`src/chrr_pkg.sv`:
```
// Types, constants and the mixing round of the ranged counter-hash generator.
// Used by every module of the block; depends on nothing.
`default_nettype none

package chrr_pkg;

    localparam int unsigned WORD_W     = 32;
    localparam int unsigned CFG_IDX_W  = 2;
    localparam int unsigned CFG_DATA_W = 32;

    localparam logic [CFG_IDX_W-1:0] REG_SEED_HIGH = 2'd0;
    localparam logic [CFG_IDX_W-1:0] REG_SEED_LOW  = 2'd1;

    localparam logic [WORD_W-1:0] MIX_ADD = 32'd314159265;

    localparam int unsigned QUEUE_DEPTH = 2;
    localparam int unsigned QPTR_W      = 1;
    localparam int unsigned QCNT_W      = 2;

    typedef struct packed {
        logic signed [WORD_W-1:0] min_value;
        logic signed [WORD_W-1:0] max_value;
    } req_t;

    typedef struct packed {
        logic signed [WORD_W-1:0] random_value;
    } rsp_t;

    typedef struct packed {
        logic [WORD_W-1:0] min_value;
        logic [WORD_W-1:0] width;
        logic [WORD_W-1:0] mask;
    } job_t;

    typedef struct packed {
        logic full;
        logic empty;
    } q_status_t;

    function automatic logic [2*WORD_W-1:0] mix_round(input logic [2*WORD_W-1:0] s);
        logic [WORD_W-1:0] hi;
        logic [WORD_W-1:0] lo;
        hi = s[2*WORD_W-1:WORD_W];
        lo = s[WORD_W-1:0];
        hi = {hi[28:0], hi[31:29]};
        lo = lo + MIX_ADD;
        hi = hi + {lo[24:0], 7'b0};
        lo = lo ^ hi;
        hi = hi ^ {lo[15:0], lo[31:16]};
        return {hi, lo};
    endfunction

endpackage

`default_nettype wire

```
`src/chrr_stream_if.sv`:
```
// Valid/ready channel carrying one payload beat.
// Payload type is set at instantiation; no package dependency.
`default_nettype none

interface chrr_stream_if #(
    parameter type payload_t = logic
);
    logic     valid;
    logic     ready;
    payload_t data;

    modport source (output valid, output data, input ready);
    modport sink   (input valid, input data, output ready);
endinterface

`default_nettype wire

```
`src/chrr_front.sv`:
```
// Request front end: accepts a beat, computes range width and draw mask.
// Depends on chrr_pkg and chrr_stream_if.
`default_nettype none

module chrr_front (
    chrr_stream_if.sink          req,
    input  chrr_pkg::q_status_t  q_status,
    output logic                 push,
    output chrr_pkg::job_t       job
);
    logic [chrr_pkg::WORD_W-1:0] width;
    logic [chrr_pkg::WORD_W-1:0] smear;

    always_comb
    begin
        width = chrr_pkg::WORD_W'(req.data.max_value) - chrr_pkg::WORD_W'(req.data.min_value);
        smear = width;
        smear = smear | (smear >> 1);
        smear = smear | (smear >> 2);
        smear = smear | (smear >> 4);
        smear = smear | (smear >> 8);
        smear = smear | (smear >> 16);
        job.min_value = chrr_pkg::WORD_W'(req.data.min_value);
        job.width     = width;
        job.mask      = smear | chrr_pkg::WORD_W'(1);
    end

    assign req.ready = !q_status.full;
    assign push      = req.valid && !q_status.full;

endmodule

`default_nettype wire

```
`src/chrr_queue.sv`:
```
// Short job queue between front end and draw engine.
// Depends on chrr_pkg.
`default_nettype none

module chrr_queue (
    input  logic                 clk,
    input  logic                 rst_n,
    input  logic                 push,
    input  chrr_pkg::job_t       push_job,
    input  logic                 pop,
    output chrr_pkg::job_t       head_job,
    output chrr_pkg::q_status_t  status
);
    chrr_pkg::job_t               entry_reg [chrr_pkg::QUEUE_DEPTH];
    logic [chrr_pkg::QPTR_W-1:0]  wr_ptr_reg;
    logic [chrr_pkg::QPTR_W-1:0]  rd_ptr_reg;
    logic [chrr_pkg::QCNT_W-1:0]  count_reg;
    logic [chrr_pkg::QCNT_W-1:0]  count_next;

    assign status.full  = (count_reg == chrr_pkg::QCNT_W'(chrr_pkg::QUEUE_DEPTH));
    assign status.empty = (count_reg == '0);
    assign head_job     = entry_reg[rd_ptr_reg];

    always_comb
    begin
        count_next = count_reg;
        if (push && !pop)
            count_next = count_reg + chrr_pkg::QCNT_W'(1);
        else if (pop && !push)
            count_next = count_reg - chrr_pkg::QCNT_W'(1);
    end

    always_ff @(posedge clk or negedge rst_n)
    begin
        if (!rst_n)
        begin
            wr_ptr_reg <= '0;
            rd_ptr_reg <= '0;
            count_reg  <= '0;
        end
        else
        begin
            if (push)
                wr_ptr_reg <= wr_ptr_reg + chrr_pkg::QPTR_W'(1);
            if (pop)
                rd_ptr_reg <= rd_ptr_reg + chrr_pkg::QPTR_W'(1);
            count_reg <= count_next;
        end
    end

    always_ff @(posedge clk)
    begin
        if (push)
            entry_reg[wr_ptr_reg] <= push_job;
    end

endmodule

`default_nettype wire

```
`src/chrr_back.sv`:
```
// Draw engine: seed registers, 64-bit counter, iterative mixer, rejection
// loop and output register. Depends on chrr_pkg and chrr_stream_if.
`default_nettype none

module chrr_back #(
    parameter int unsigned MIX_ROUNDS = 10
) (
    input  logic                              clk,
    input  logic                              rst_n,
    input  logic                              cfg_we,
    input  logic [chrr_pkg::CFG_IDX_W-1:0]    cfg_index,
    input  logic [chrr_pkg::CFG_DATA_W-1:0]   cfg_data,
    input  chrr_pkg::job_t                    head_job,
    input  chrr_pkg::q_status_t               q_status,
    output logic                              pop,
    chrr_stream_if.source                     rsp
);
    localparam int unsigned RND_W = (MIX_ROUNDS > 1) ? $clog2(MIX_ROUNDS) : 1;
    localparam int unsigned W     = chrr_pkg::WORD_W;

    localparam logic [1:0] S_IDLE  = 2'd0;
    localparam logic [1:0] S_MIX   = 2'd1;
    localparam logic [1:0] S_CHECK = 2'd2;
    localparam logic [1:0] S_OUT   = 2'd3;

    logic [1:0]       state_reg;
    logic [1:0]       state_next;
    logic [RND_W-1:0] round_reg;
    logic [W-1:0]     seed_hi_reg;
    logic [W-1:0]     seed_lo_reg;
    logic [2*W-1:0]   counter_reg;
    logic [2*W-1:0]   counter_inc;
    logic [2*W-1:0]   mix_reg;
    chrr_pkg::job_t   job_reg;
    logic [W-1:0]     res_reg;
    logic             out_valid_reg;
    logic [W-1:0]     pick;
    logic             reject;
    logic             slot_free;

    assign counter_inc = counter_reg + (2*W)'(1);
    assign pick        = mix_reg[2*W-1:W] & job_reg.mask;
    assign reject      = (pick > job_reg.width);
    assign slot_free   = !out_valid_reg || rsp.ready;
    assign pop         = (state_reg == S_IDLE) && !q_status.empty;

    assign rsp.valid             = out_valid_reg;
    assign rsp.data.random_value = res_reg;

    always_comb
    begin
        state_next = state_reg;
        unique case (state_reg)
            S_IDLE:
                if (!q_status.empty)
                    state_next = S_MIX;
            S_MIX:
                if (round_reg == RND_W'(MIX_ROUNDS - 1))
                    state_next = S_CHECK;
            S_CHECK:
                state_next = reject ? S_MIX : S_OUT;
            S_OUT:
                if (slot_free)
                    state_next = S_IDLE;
            default:
                state_next = S_IDLE;
        endcase
    end

    always_ff @(posedge clk or negedge rst_n)
    begin
        if (!rst_n)
        begin
            state_reg     <= S_IDLE;
            round_reg     <= '0;
            seed_hi_reg   <= '0;
            seed_lo_reg   <= '0;
            counter_reg   <= '0;
            out_valid_reg <= 1'b0;
        end
        else
        begin
            state_reg <= state_next;
            if (cfg_we && cfg_index == chrr_pkg::REG_SEED_HIGH)
            begin
                seed_hi_reg <= cfg_data;
                counter_reg <= {cfg_data, seed_lo_reg};
            end
            else if (cfg_we && cfg_index == chrr_pkg::REG_SEED_LOW)
            begin
                seed_lo_reg <= cfg_data;
                counter_reg <= {seed_hi_reg, cfg_data};
            end
            else if (pop || (state_reg == S_CHECK && reject))
                counter_reg <= counter_inc;

            if (state_reg == S_MIX)
                round_reg <= round_reg + RND_W'(1);
            if (state_next == S_CHECK)
                round_reg <= '0;

            if (state_reg == S_OUT && slot_free)
                out_valid_reg <= 1'b1;
            else if (rsp.ready)
                out_valid_reg <= 1'b0;
        end
    end

    always_ff @(posedge clk)
    begin
        if (pop)
            job_reg <= head_job;
        if (pop || (state_reg == S_CHECK && reject))
            mix_reg <= counter_inc;
        else if (state_reg == S_MIX)
            mix_reg <= chrr_pkg::mix_round(mix_reg);
        if (state_reg == S_OUT && slot_free)
            res_reg <= pick + job_reg.min_value;
    end

endmodule

`default_nettype wire

```
`src/counter_hash_ranged_rng.sv`:
```
// Ranged uniform generator from a hashed 64-bit counter.
// Jobs are drawn one at a time by the one-round-per-cycle mixer; the queue takes requests while not full.
// Reset: seeds and counter clear to zero; queue and output empty; no clearing pass.
// Depends on chrr_pkg, chrr_stream_if, chrr_front, chrr_queue, chrr_back.
`default_nettype none

module counter_hash_ranged_rng #(
    parameter int unsigned MIX_ROUNDS = 10
) (
    input  logic                              clk,
    input  logic                              rst_n,
    chrr_stream_if.sink                       req,
    chrr_stream_if.source                     rsp,
    input  logic                              cfg_we,
    input  logic [chrr_pkg::CFG_IDX_W-1:0]    cfg_index,
    input  logic [chrr_pkg::CFG_DATA_W-1:0]   cfg_data
);
    logic                 push;
    logic                 pop;
    chrr_pkg::job_t       push_job;
    chrr_pkg::job_t       head_job;
    chrr_pkg::q_status_t  q_status;

    chrr_front u_front (
        .req      (req),
        .q_status (q_status),
        .push     (push),
        .job      (push_job)
    );

    chrr_queue u_queue (
        .clk      (clk),
        .rst_n    (rst_n),
        .push     (push),
        .push_job (push_job),
        .pop      (pop),
        .head_job (head_job),
        .status   (q_status)
    );

    chrr_back #(
        .MIX_ROUNDS (MIX_ROUNDS)
    ) u_back (
        .clk       (clk),
        .rst_n     (rst_n),
        .cfg_we    (cfg_we),
        .cfg_index (cfg_index),
        .cfg_data  (cfg_data),
        .head_job  (head_job),
        .q_status  (q_status),
        .pop       (pop),
        .rsp       (rsp)
    );

endmodule

`default_nettype wire

```
`src/flat_wrapper.sv`:
```
// flat-port wrapper written by rule: the top's interface ports become plain ports
module counter_hash_ranged_rng_flat 
#(
    parameter int unsigned MIX_ROUNDS = 10
)
  (clk, rst_n, cfg_we, cfg_index, cfg_data, req_valid, req_data, req_ready, rsp_valid, rsp_data, rsp_ready);
  chrr_stream_if #(.payload_t(chrr_pkg::req_t)) req_i ();
  chrr_stream_if #(.payload_t(chrr_pkg::rsp_t)) rsp_i ();
  input  logic clk;
  input  logic rst_n;
  input  logic cfg_we;
  input  logic [chrr_pkg::CFG_IDX_W-1:0] cfg_index;
  input  logic [chrr_pkg::CFG_DATA_W-1:0] cfg_data;
  input wire logic [$bits(req_i.valid)-1:0] req_valid;
  input wire logic [$bits(req_i.data)-1:0] req_data;
  output wire logic [$bits(req_i.ready)-1:0] req_ready;
  output wire logic [$bits(rsp_i.valid)-1:0] rsp_valid;
  output wire logic [$bits(rsp_i.data)-1:0] rsp_data;
  input wire logic [$bits(rsp_i.ready)-1:0] rsp_ready;
  assign req_i.valid = req_valid;
  assign req_i.data = req_data;
  assign req_ready = req_i.ready;
  assign rsp_valid = rsp_i.valid;
  assign rsp_data = rsp_i.data;
  assign rsp_i.ready = rsp_ready;
  counter_hash_ranged_rng #(.MIX_ROUNDS(MIX_ROUNDS)) u_core (.clk(clk), .rst_n(rst_n), .req(req_i), .rsp(rsp_i), .cfg_we(cfg_we), .cfg_index(cfg_index), .cfg_data(cfg_data));
endmodule
```
`config.mk`:
```
export PLATFORM = sky130hd
export DESIGN_NAME = counter_hash_ranged_rng_flat
export DESIGN_NICKNAME = d
export VERILOG_FILES = /design/src/chrr_pkg.sv /design/src/chrr_stream_if.sv /design/src/chrr_front.sv /design/src/chrr_queue.sv /design/src/chrr_back.sv /design/src/counter_hash_ranged_rng.sv /design/src/flat_wrapper.sv
export SDC_FILE = /design/constraint.sdc
export NUM_CORES = 1
export LEC_CHECK = 0
export BUFFER_PORTS_ARGS = -buffer_cell sky130_fd_sc_hd__buf_4
export CORE_ASPECT_RATIO = 0.8
export CORE_MARGIN = 2
export CORE_UTILIZATION = 50
export DETAILED_ROUTE_END_ITERATION = 6
export PLACE_DENSITY = 0.75
export SYNTH_ARGS = -nofsm -noshare
export SYNTH_HDL_FRONTEND = slang
export SYNTH_HIERARCHICAL = 1
export SYNTH_SLANG_ARGS = --single-unit
```
`constraint.sdc`:
```
create_clock -name clk -period 5.3 [get_ports clk]
set_input_delay 0.53 -clock clk [delete_from_list [all_inputs] [get_ports clk]]
set_output_delay 0.53 -clock clk [all_outputs]
set_load 0.02 [all_outputs]
```
==> flow_summary.json <==
{
  "cp.arrival_ns": 5.26,
  "dp_hpwl_um": 52600,
  "peakVddDrop_mv": 0.611,
  "required_ns": 5.65,
  "grt_pass1_wl_um": 110000,
  "yosys.area_share.adder_pct": 5.50,
  "route.detailed.drc": 0,
  "pwr-share-comb_pct": 53.5,
  "status": "completed",
  "dp_cells": 3361,
  "timing.rr.start": "u_core/u_back/mix_reg[0]",
  "crit-reg2reg-capture": "u_core/u_back/mix_reg[36]",
  "rows": 79,
  "syn_avg_cell_area_um2": 11.5,
  "syn2layout_area_growth_pct": 11.6,
  "synthesis.area_mm2": 0.0293,
  "globalRouteTotalUtil_pct": 23.6,
  "grt_max_degree": 99,
  "nets": 2879,
  "synth_async_sr_flop_share_pct": 26.6,
  "crit_buf_inv": 0,
  "antenna_found_initial": 1,
  "ys_warn_count": 6,
  "pwr-share-clk_pct": 16.3,
  "rsz0062_at_grt": "false",
  "synth_top_family_by_area": "simple AND/OR/NAND/NOR gates",
  "cp-endpoint": "u_core/u_back/mix_reg[36]",
  "cts-root-buf": "clkbuf_16",
  "pre_cts_ws_ns": 0.0447,
  "synth_compound_area_share_pct": 11.1,
  "critPathSlowestCell": "xor2_1",
  "io_pins": 137,
  "synth_most_common_cell": "edfxtp_1",
  "postRouteAntennaNets": 0,
  "r2r_slack_ns": 0.39,
  "portBuffers": 136,
  "synth.top_cells.by_count": "384 x edfxtp_1, 197 x nand2_1, 161 x a21oi_1",
  "critPathKind": "flip-flop to flip-flop",
  "critical_path.startpoint_type": "flip-flop",
  "syn_inst": 2557,
  "seqPwrFrac_pct": 30.2,
  "clk_latency_ns": 0.63,
  "worstRegToRegCells": 14,
  "fin_crit_ns": 4.91,
  "cts_made_buffers": 54,
  "synth-simple-area-share_pct": 12.4,
  "avgRoutedWirePerCell_um": 21.0,
  "cts_tree": "done",
  "crit_family": "compound AO/OA/AOI/OAI gates",
  "synth.area.mux_share_pct": 6.96,
  "power.total_mw": 24.1,
  "seq_area_frac_synth_pct": 51.3,
  "drive_gt1_share_pct": 17.7,
  "hold_violations": 0,
  "power_density_mw_per_mm2": 737,
  "fin_tns_setup_ns": 0,
  "synth_top_area_cell": "edfxtp_1",
  "start_util_pct": 50.5,
  "die_h_um": 220,
  "routabilityCongestion": 0.963,
  "clock_skew_ns": 0.0307,
  "synth_top_area_share_pct": 39.4,
  "chipWidth_um": 275,
  "final.period_utilization_pct": 92.6,
  "dieArea_mm2": 0.0605,
  "h-tree-depth": 2,
  "fmax_mhz": 204,
  "syn_nets": 2787,
  "largest_reg_flops": 192,
  "final_max_slew_viol_count": 0,
  "p_switching_mw": 10.4,
  "dpl_cell_area_mm2": 0.0308,
  "clock_path_buffers": 3,
  "globalRouteOverflowTotal": 0,
  "clk_pin_slew_ns": 0.06,
  "synth_area_leaders": "edfxtp_1 39%, dfrtp_1 12%, ha_1 5.3%, mux2_2 5.1%, xnor2_1 4.3%",
  "leakage_nw": 12.5,
  "synth-edff-count": 384,
  "fin_area_mm2": 0.0327,
  "drt_wl_total_um": 72700,
  "worstMarginPinSlew_ns": 1.11,
  "setup_slack_ns": 0.394,
  "critical_path.max_fanout": 5,
  "setup_viol": 0,
  "vias_per_cell": 5.85,
  "synth_ff_type": "edfxtp_1",
  "vias": 20300,
  "diodes": 0,
  "synthXorXnorAreaFrac_pct": 8.71,
  "dr.pass1.iters": 6,
  "slew_headroom_pct": 26.3,
  "cp_cell_sequence": "ha_1 > nand4_1 > nand2b_1 > xor2_1 > ha_1 > a2111oi_0 > o21ai_1 > a211oi_2 > o21bai_1 > a21oi_1 > xnor2_1 > xor2_1 > xnor2_1 > o21ai_0",
  "postCtsSetupBuffers": 0,
  "synth.ff_latch_count": 523,
  "cp_num_cells": 14,
  "end_kind": "flip-flop",
  "synth_cell_types": 104,
  "first_iter_violations": 1894,
  "cp-startpoint": "u_core/u_back/mix_reg[0]",
  "p_int_mw": 13.7,
  "hold_path.class": "input port to flip-flop",
  "critPathMaxStageDelay_ns": 0.70,
  "grt_pass1_vias": 19300,
  "swShare_pct": 43.2,
  "instances_no_fill": 3464,
  "maxCapViolCount": 0,
  "coreArea_mm2": 0.0580,
  "cts.sinks": 523
}
==> power groups by stage <==
stage / combinational [mW] / sequential [mW] / clock, mW
after floorplan: 8.93 / 7.09 / 0
after global placement: 12.4 / 7.30 / 0
after detailed placement: 12.5 / 7.34 / 0
after CTS: 12.7 / 7.27 / 4.00
after global routing: 13.9 / 7.37 / 4.15
final: 12.9 / 7.27 / 3.93
==> layout make-up <==
cell class	instances	area, um^2
Fill cell	4803	25400
Sequential cell	523	15000
Clock inverter	29	325
Inverter	113	427
Timing Repair Buffer	163	1270
Tap cell	769	962
Multi-Input combinational cell	1794	13100
Clock buffer	73	1530
==> routing by layer <==
metal / up-vias / share of wire, % / global-route usage, %
met4: 0 / 1.9 / 5.82
met3: 100 / 7.2 / 3.51
met2: 710 / 46 / 37.0
met5: - / 0 / 0
met1: 10000 / 45 / 34.6
li1: 9443 / - / -
==> cell usage in the layout, fill, tap and decap left out, drive strengths merged, types with 116 or more instances in the layout <==
cell type / synthesis / routed
xor2: 142 / 142
nor2: 116 / 116
xnor2: 144 / 144
edfxtp: 384 / 384
a21oi: 164 / 164
mux2: 163 / 163
dfrtp: 139 / 139
nand2: 201 / 201
buf: 76 / 162
ha: 124 / 124
==> stage by stage <==
step,util (%),hold slack (ns)
after global placement,53.1,0.473
after floorplan,-,0.234
after global routing,56.3,0.0639
after detailed placement,53.1,0.479
after CTS,56.3,0.0589
final,56.3,0.0933
==> cell families (layout without fill, tap and decap cells) <==
family                     after synthesis  count (layout)
AOI/OAI and AO/OA                      503             503
xor gates and xnor gates               288             288
muxes                                  172             172
DFF                                    523             523
adders and majority gates              127             127
and+or+nand+nor                        703             703
other                                    1               1
buffers and inverters                  240             378
==> worst reg2reg max path, stage by stage (launching register included) <==
cell       delay [ns]
edfxtp_1         0.46
ha_1             0.27
nand4_1          0.17
nand2b_1         0.16
xor2_1           0.31
ha_1             0.36
a2111oi_0        0.54
o21ai_1          0.26
a211oi_2         0.40
o21bai_1         0.21
a21oi_1          0.24
xnor2_1          0.29
xor2_1           0.70
xnor2_1          0.19
o21ai_0          0.09
==> what timing repair did <==
action	in CTS	in global routing
hold buffers	1	0
gates resized for setup	0	0
hold endpoints to repair	77	0
==> worst min-delay path by stage <==
stage / from / slack, ns / depth (start not counted) / end
2_1_floorplan: rst_n / 0.23 / 0 / u_core/u_back/counter_reg[0]
3_3_place_gp: u_core/u_queue/count_reg[1] / 0.47 / 1 / u_core/u_queue/count_reg[1]
3_5_place_dp: u_core/u_queue/count_reg[1] / 0.48 / 1 / u_core/u_queue/count_reg[1]
4_1_cts: req_data[51] / 0.06 / 1 / u_core/u_queue/entry_reg[0][83]
5_1_grt: req_data[48] / 0.06 / 1 / u_core/u_queue/entry_reg[0][80]
6_report: req_data[51] / 0.09 / 1 / u_core/u_queue/entry_reg[1][83]
(Power assumes the default switching activity.)
